`src/rtl/core/lpfb_pkg.sv`:
```
// ----------------------------------------------------------------------------
// LCD page frame buffer package
// Shared constants, codes, types and the init command table of the block.
// ----------------------------------------------------------------------------
package lpfb_pkg;

  // Geometry of the frame store.
  localparam int MAX_COLUMNS = 132;
  localparam int MAX_PAGES   = 8;
  localparam int STORE_DEPTH = MAX_COLUMNS * MAX_PAGES;
  localparam int ADDR_W      = $clog2(STORE_DEPTH);

  // Field widths.
  localparam int COL_W      = 8;
  localparam int PAGES_W    = 4;
  localparam int PAGE_W     = 3;
  localparam int Y_W        = 6;
  localparam int BYTE_W     = 8;
  localparam int MODE_W     = 3;
  localparam int CFG_IDX_W  = 1;
  localparam int CFG_DATA_W = 8;

  // Init command run.
  localparam int INIT_LEN   = 14;
  localparam int INIT_CNT_W = $clog2(INIT_LEN);
  localparam logic [INIT_CNT_W-1:0] INIT_LAST = INIT_CNT_W'(INIT_LEN - 1);

  // Display command codes.
  localparam logic [BYTE_W-1:0] CMD_PAGE  = 8'b1011_0000;
  localparam logic [BYTE_W-1:0] CMD_POWER = 8'b0010_1000;
  localparam logic [BYTE_W-1:0] CMD_ON    = 8'b1010_1111;
  localparam logic [BYTE_W-1:0] CMD_OFF   = 8'b1010_1110;

  typedef enum logic [MODE_W-1:0] {
    MODE_DRAW    = 3'd0,
    MODE_ERASE   = 3'd1,
    MODE_TOGGLE  = 3'd2,
    MODE_REFRESH = 3'd3,
    MODE_INIT    = 3'd4,
    MODE_ON      = 3'd5,
    MODE_OFF     = 3'd6,
    MODE_POWER   = 3'd7
  } mode_t;

  typedef enum logic [CFG_IDX_W-1:0] {
    CFG_COLUMNS = 1'b0,
    CFG_PAGES   = 1'b1
  } cfg_idx_t;

  typedef enum logic [4:0] {
    S_CLEAR = 5'b00001,
    S_IDLE  = 5'b00010,
    S_READ  = 5'b00100,
    S_WAIT  = 5'b01000,
    S_EMIT  = 5'b10000
  } state_t;

  // Commands from the controller to the datapath.
  typedef struct packed {
    logic clear_wr;
    logic load_item;
    logic mem_rd;
    logic pix_wr;
    logic load_out;
  } ctrl_cmd_t;

  // Status from the datapath to the controller.
  typedef struct packed {
    logic clear_done;
    logic in_mem_op;
    logic item_pixel;
    logic init_more;
    logic out_free;
  } dp_status_t;

  function automatic logic [BYTE_W-1:0] init_byte(input logic [INIT_CNT_W-1:0] i);
    logic [BYTE_W-1:0] b;
    case (i)
      4'd0:    b = 8'b0100_0000;
      4'd1:    b = 8'b1010_0001;
      4'd2:    b = 8'b1100_0000;
      4'd3:    b = 8'b1010_0110;
      4'd4:    b = 8'b1010_0010;
      4'd5:    b = 8'b0010_1111;
      4'd6:    b = 8'b1111_1000;
      4'd7:    b = 8'h00;
      4'd8:    b = 8'h23;
      4'd9:    b = 8'h81;
      4'd10:   b = 8'h1F;
      4'd11:   b = 8'hAC;
      4'd12:   b = 8'h00;
      4'd13:   b = CMD_ON;
      default: b = 8'h00;
    endcase
    return b;
  endfunction

endpackage

```
`src/rtl/core/lpfb_ctrl.sv`:
```
// ----------------------------------------------------------------------------
// LCD page frame buffer controller
// Sequences the store clear, pixel read-modify-write and result emission.
// ----------------------------------------------------------------------------
module lpfb_ctrl (
  input  logic                 clk,
  input  logic                 rst_n,
  input  logic                 in_valid,
  output logic                 in_ready,
  input  lpfb_pkg::dp_status_t st,
  output lpfb_pkg::ctrl_cmd_t  cmd
);
  import lpfb_pkg::*;

  state_t state_r, state_nxt;

  always_comb begin
    state_nxt = state_r;
    cmd       = '0;
    in_ready  = 1'b0;
    unique case (state_r)
      S_CLEAR: begin
        cmd.clear_wr = 1'b1;
        if (st.clear_done) begin
          state_nxt = S_IDLE;
        end
      end
      S_IDLE: begin
        in_ready = 1'b1;
        if (in_valid) begin
          cmd.load_item = 1'b1;
          state_nxt     = st.in_mem_op ? S_READ : S_EMIT;
        end
      end
      S_READ: begin
        cmd.mem_rd = 1'b1;
        state_nxt  = S_WAIT;
      end
      S_WAIT: begin
        // Pixel items finish here with the write back of the modified word.
        if (st.item_pixel) begin
          cmd.pix_wr = 1'b1;
          state_nxt  = S_IDLE;
        end else begin
          state_nxt = S_EMIT;
        end
      end
      S_EMIT: begin
        if (st.out_free) begin
          cmd.load_out = 1'b1;
          if (!st.init_more) begin
            state_nxt = S_IDLE;
          end
        end
      end
      default: state_nxt = S_CLEAR;
    endcase
  end

  always_ff @(posedge clk) begin
    if (!rst_n) begin
      state_r <= S_CLEAR;
    end else begin
      state_r <= state_nxt;
    end
  end

endmodule

```
`config.mk`:
```
export PLATFORM = sky130hd
export DESIGN_NAME = lpfb_ctrl
export DESIGN_NICKNAME = d
export VERILOG_FILES = /design/src/rtl/core/lpfb_pkg.sv /design/src/rtl/core/lpfb_ctrl.sv
export SDC_FILE = /design/constraint.sdc
export NUM_CORES = 1
export LEC_CHECK = 0
export ABC_AREA = 1
export BUFFER_PORTS_ARGS = -buffer_cell sky130_fd_sc_hd__buf_2
export CAP_MARGIN = 15
export CORE_AREA = 3 3 40 42
export DETAILED_ROUTE_END_ITERATION = 10
export DIE_AREA = 0 0 43 45
export PLACE_DENSITY = 0.56
export SYNTH_ARGS = -nofsm -noshare
export SYNTH_HDL_FRONTEND = slang
export SYNTH_SLANG_ARGS = --single-unit
```
`constraint.sdc`:
```
create_clock -name clk -period 0.9 [get_ports clk]
set_input_delay 0 -clock clk [delete_from_list [all_inputs] [get_ports clk]]
set_output_delay 0 -clock clk [all_outputs]
set_load 0.005 [all_outputs]
```
* After elaboration in Yosys (flattened, before gate mapping)
Cells that the tools add are included.
Operators by class: equality and inequality tests 9, multiplexer cells 16, reduce and logical (&&, ||, !) cells 1
Operators by type and width (number):
- 5-bit two-way mux | 6
- 5-bit case mux with 5 select lines | 1
- 1-bit two-way mux | 9
- 2-bit inequality test (second input constant) | 4
- 5-bit by 1-bit == test with 1-bit output (second input constant) | 1
- 5-bit by 2-bit == test with 1-bit output (second input constant) | 1
- 5-bit by 3-bit == test with 1-bit output (second input constant) | 1
- 5-bit by 4-bit == test with 1-bit output (second input constant) | 1
- 5-bit == test (second input constant) | 1
- 4-bit AND reduction | 1
Word-level totals: register bits 5, input bits 8, logic and storage cells 27

* Depth between registers and ports, before layout
depth in word-level cells 3, gate-level depth with buffers 7, mapped depth without buffers 7

* Worst setup path after synthesis
OpenSTA, ideal clock, no wires.
kind register -> register, from register state_r[1], to register state_r[1], data arrival time 896 ps, required time 786 ps, slack -110 ps, stages on the path, launching flop included 7, buffers on the path 0, clock period less this slack 1010 ps, cell sequence dfxtp_1 > nor2_2 > nand3_2 > nor2_1 > nor2_1 > a21oi_1 > nor2_1
On the way: word-level cells in the longest chain between the ends 3
Ends and longest elaborated chain:
- from (decl) | line lpfb_ctrl.sv:15 | state_t state_r, state_nxt;
- from (signal assigned) | line lpfb_ctrl.sv:64 | state_r <= state_nxt;
- 5-bit by 1-bit == test with 1-bit output (tied with other cells) | line lpfb_ctrl.sv:21 | unique case (state_r)
- 2-bit inequality test (no line)
- 4-bit AND reduction (no line)
Several ways; a longest one is shown, not always the timed one. A chain may end at the register's enable or synchronous reset.

==> results.yml <==
pwr:
  leakage_nw: 0.367
  power_density_mw_per_mm2: 2330
  clkPwrFrac_pct: 15.3
  p_seq_share_pct: 25.1
  power.total_mw: 1.68
  power_frac_comb_pct: 59.6
  swShare_pct: 41.5
  p_int_mw: 0.983
  peakVddDrop_mv: 1.15
  p_sw_mw: 0.696
clocking:
  clock_sinks: 5
  clk_pin_slew_ns: 0.04
  cts_root_buffer: "clkbuf_4"
  clock_latency_ns: 0.24
  htreeDepth: 1
  cts_buffer_depth: 2
  cts-buffers-inserted: 3
  cts_tree: "done"
setup_path:
  critical_path_class: "reg2out"
  crit_arrival_ns: 1.22
  critPathBufInv: 2
  crit_path_cell_trace: "nor2_4, nand3_2, buf_4, nor2_2, buf_2"
  slowest_delay_ns: 0.33
  r2r_start: "state_r[3]"
  worstPathRequired_ns: 0.90
  path_delay_family: "simple AND/OR/NAND/NOR gates"
  endpoint_kind: "primary output"
  slowest_stage: "dfxtp_2"
  cp-startpoint: "state_r[3]"
  cp-start-kind: "flop"
  critPathMaxFanout: 5
synth:
  synth.avg_cell_area_sq_um: 6.58
  syn_area_sq_um: 355
  syn-instance-count: 54
  syn-num-nets: 62
  synth_warnings: 0
  ys_seq_elements: 5
  yosysUniqueCellTypes: 18
  ys_seq_area_share_pct: 28.2
die:
  die_area_sq_mm: 0.00194
  chipHeight_um: 45
  io_pins: 14
  row_count: 13
  core_sq_mm: 0.00128
  die_w_um: 43
  start_util_pct: 27.7
cells_and_area:
  regMostFlops: "state_r"
  largest_reg_flops: 5
  nNetsFinal: 96
  post-route-util_pct: 56.1
  diodes: 0
  stdcell_count: 102
  top_regs: "state_r: 5 flops"
  final_layout_size_suffix_gt1_share_pct: 70.1
  nFillCells: 124
  syn2layout_area_growth_pct: 103
hold_path:
  worstHoldStart: "st[2]"
  hold_class: "in2reg"
sta:
  grt_setup_unrepaired: "true"
  fin_ws_ns: -0.320
  skew_ns: 0.00324
  fmax_mhz: 819
  fin_crit_sh_pct: 136
  fin_crit_ns: 1.22
  hold_viol: 0
  slew_viol_final: 0
  slew_headroom_pct: 79.6
  worst_hold_slack_ns: 0.131
  tightest_slew_ns: 0.306
  setup_violations: 11
placement:
  dp.cells: 91
  io_buffers: 13
  hpwl_um: 753
  place_congestion: 0.701
detailed_routing:
  wirelength_met1_um: 448
  post_drt_wl_per_cell_um: 12.1
  vias: 492
  met3WireLength_um: 83
  totalWireLength_mm: 1.24
  dr.pass1.iters: 4
  wl_met2_um: 664
  ant_nets: 0
  drc: 0
  drtIter0Drc: 6
  post_drt_via_cell_ratio: 4.82
  highest_layer: "met4"
grt:
  grt_pass1_vias: 424
  grt_overflow: 0
  grt_max_degree: 10
  grt_pass1_wl_mm: 1.67
  grt_usage_pct: 11.6
  antenna_found_initial: 0
run:
  drv_cap: 0
run_status:
  violations: "negative setup slack"
  status: "finished with violations"
==> power groups by stage <==
| stage | clock (mW) | combinational [mW] | sequential, mW |
|---|---|---|---|
| final | 0.256 | 1.00 | 0.422 |
| after global routing | 0.278 | 1.08 | 0.434 |
| after CTS | 0.277 | 0.745 | 0.407 |
| after detailed placement | 0 | 0.696 | 0.404 |
| after global placement | 0 | 0.697 | 0.402 |
| after floorplan | 0 | 0.425 | 0.395 |
==> layout make-up <==
class	instances	area, sq um	area share [%]
flip-flops and latches	5	111	15.5
repair buffers	29	231	32.1
multi-input cells	35	273	37.8
inverters	14	60.1	8.33
well taps	15	18.8	2.60
clock buffers	4	26.3	3.65
==> cell families after synthesis <==
family | after synthesis | synth area share, %
buf+inv | 14 | 15.1
simple gates | 33 | 53.5
flops | 5 | 28.2
compound gates | 2 | 3.17
==> cells in the final DEF (no fill, tap or decap), drive strengths merged <==
master / instances
a21oi: 1
buf: 27
clkbuf: 4
dfxtp: 5
dlygate4sd3: 2
inv: 14
nand2: 3
nand3: 7
nand3b: 1
nand4: 5
nor2: 15
nor3: 2
o22ai: 1
==> what timing repair did <==
| item | 4_1_cts | 5_1_grt |
|---|---|---|
| gates cloned | 0 | 0 |
| endpoints found under the hold margin | 3 | 0 |
| hold buffers | 2 | 0 |
| gates resized for setup | 8 | 23 |
| endpoints found under the setup margin | 11 | 11 |
| pin swaps | 7 | 10 |
| setup buffers | 6 | 1 |
==> metrics by stage <==
stage | setup slack [ns] | instance area [sq um] | TNS [ns]
6_report | -0.320 | 721 | -2.70
5_1_grt | -0.376 | 721 | -3.35
4_1_cts | -0.285 | 629 | -2.46
3_5_place_dp | -0.174 | 522 | -0.802
3_3_place_gp | -0.162 | 522 | -0.750
2_1_floorplan | -0.0687 | 370 | -0.209
==> worst min-delay path, stage by stage <==
cell,delay (ns)
buf_2,0.10
o22ai_2,0.09
nor2_1,0.09
nor2_1,0.05
==> per-layer routing <==
layer	vias up	global-route usage, %
met1	218	13.2
met5	-	0
met3	6	1.20
li1	242	-
met2	26	19.8
met4	0	9.04
==> synthesized netlist by cell type <==
cell      instances  area [sq um]
nor2_1           11          41.3
inv_2             4          15.0
o22ai_1           1          6.26
nor3_1            1          5.00
nand4_2           1          12.5
nor3_2            1          10.0
nand3b_1          1          7.51
nor2_4            1          11.3
nand4_1           4          25.0
nand3_1           5          25.0
nand2_1           2          7.51
a21oi_1           1          5.00
nand3_2           2          20.0
inv_1             9          33.8
nand2_2           1          6.26
nor2_2            3          18.8
dfxtp_1           5           100
clkinv_2          1          5.00
==> path summary, 6_finish.rpt <==
kind                                    to  slack, ns  cells after the start
worst max-delay path                cmd[0]      -0.32                      5
worst min-delay path            state_r[4]       0.13                      4
worst max register to register  state_r[1]      -0.29                      7
worst min register to register  state_r[4]       0.62                      4
Power figures use the tool's default switching activity.
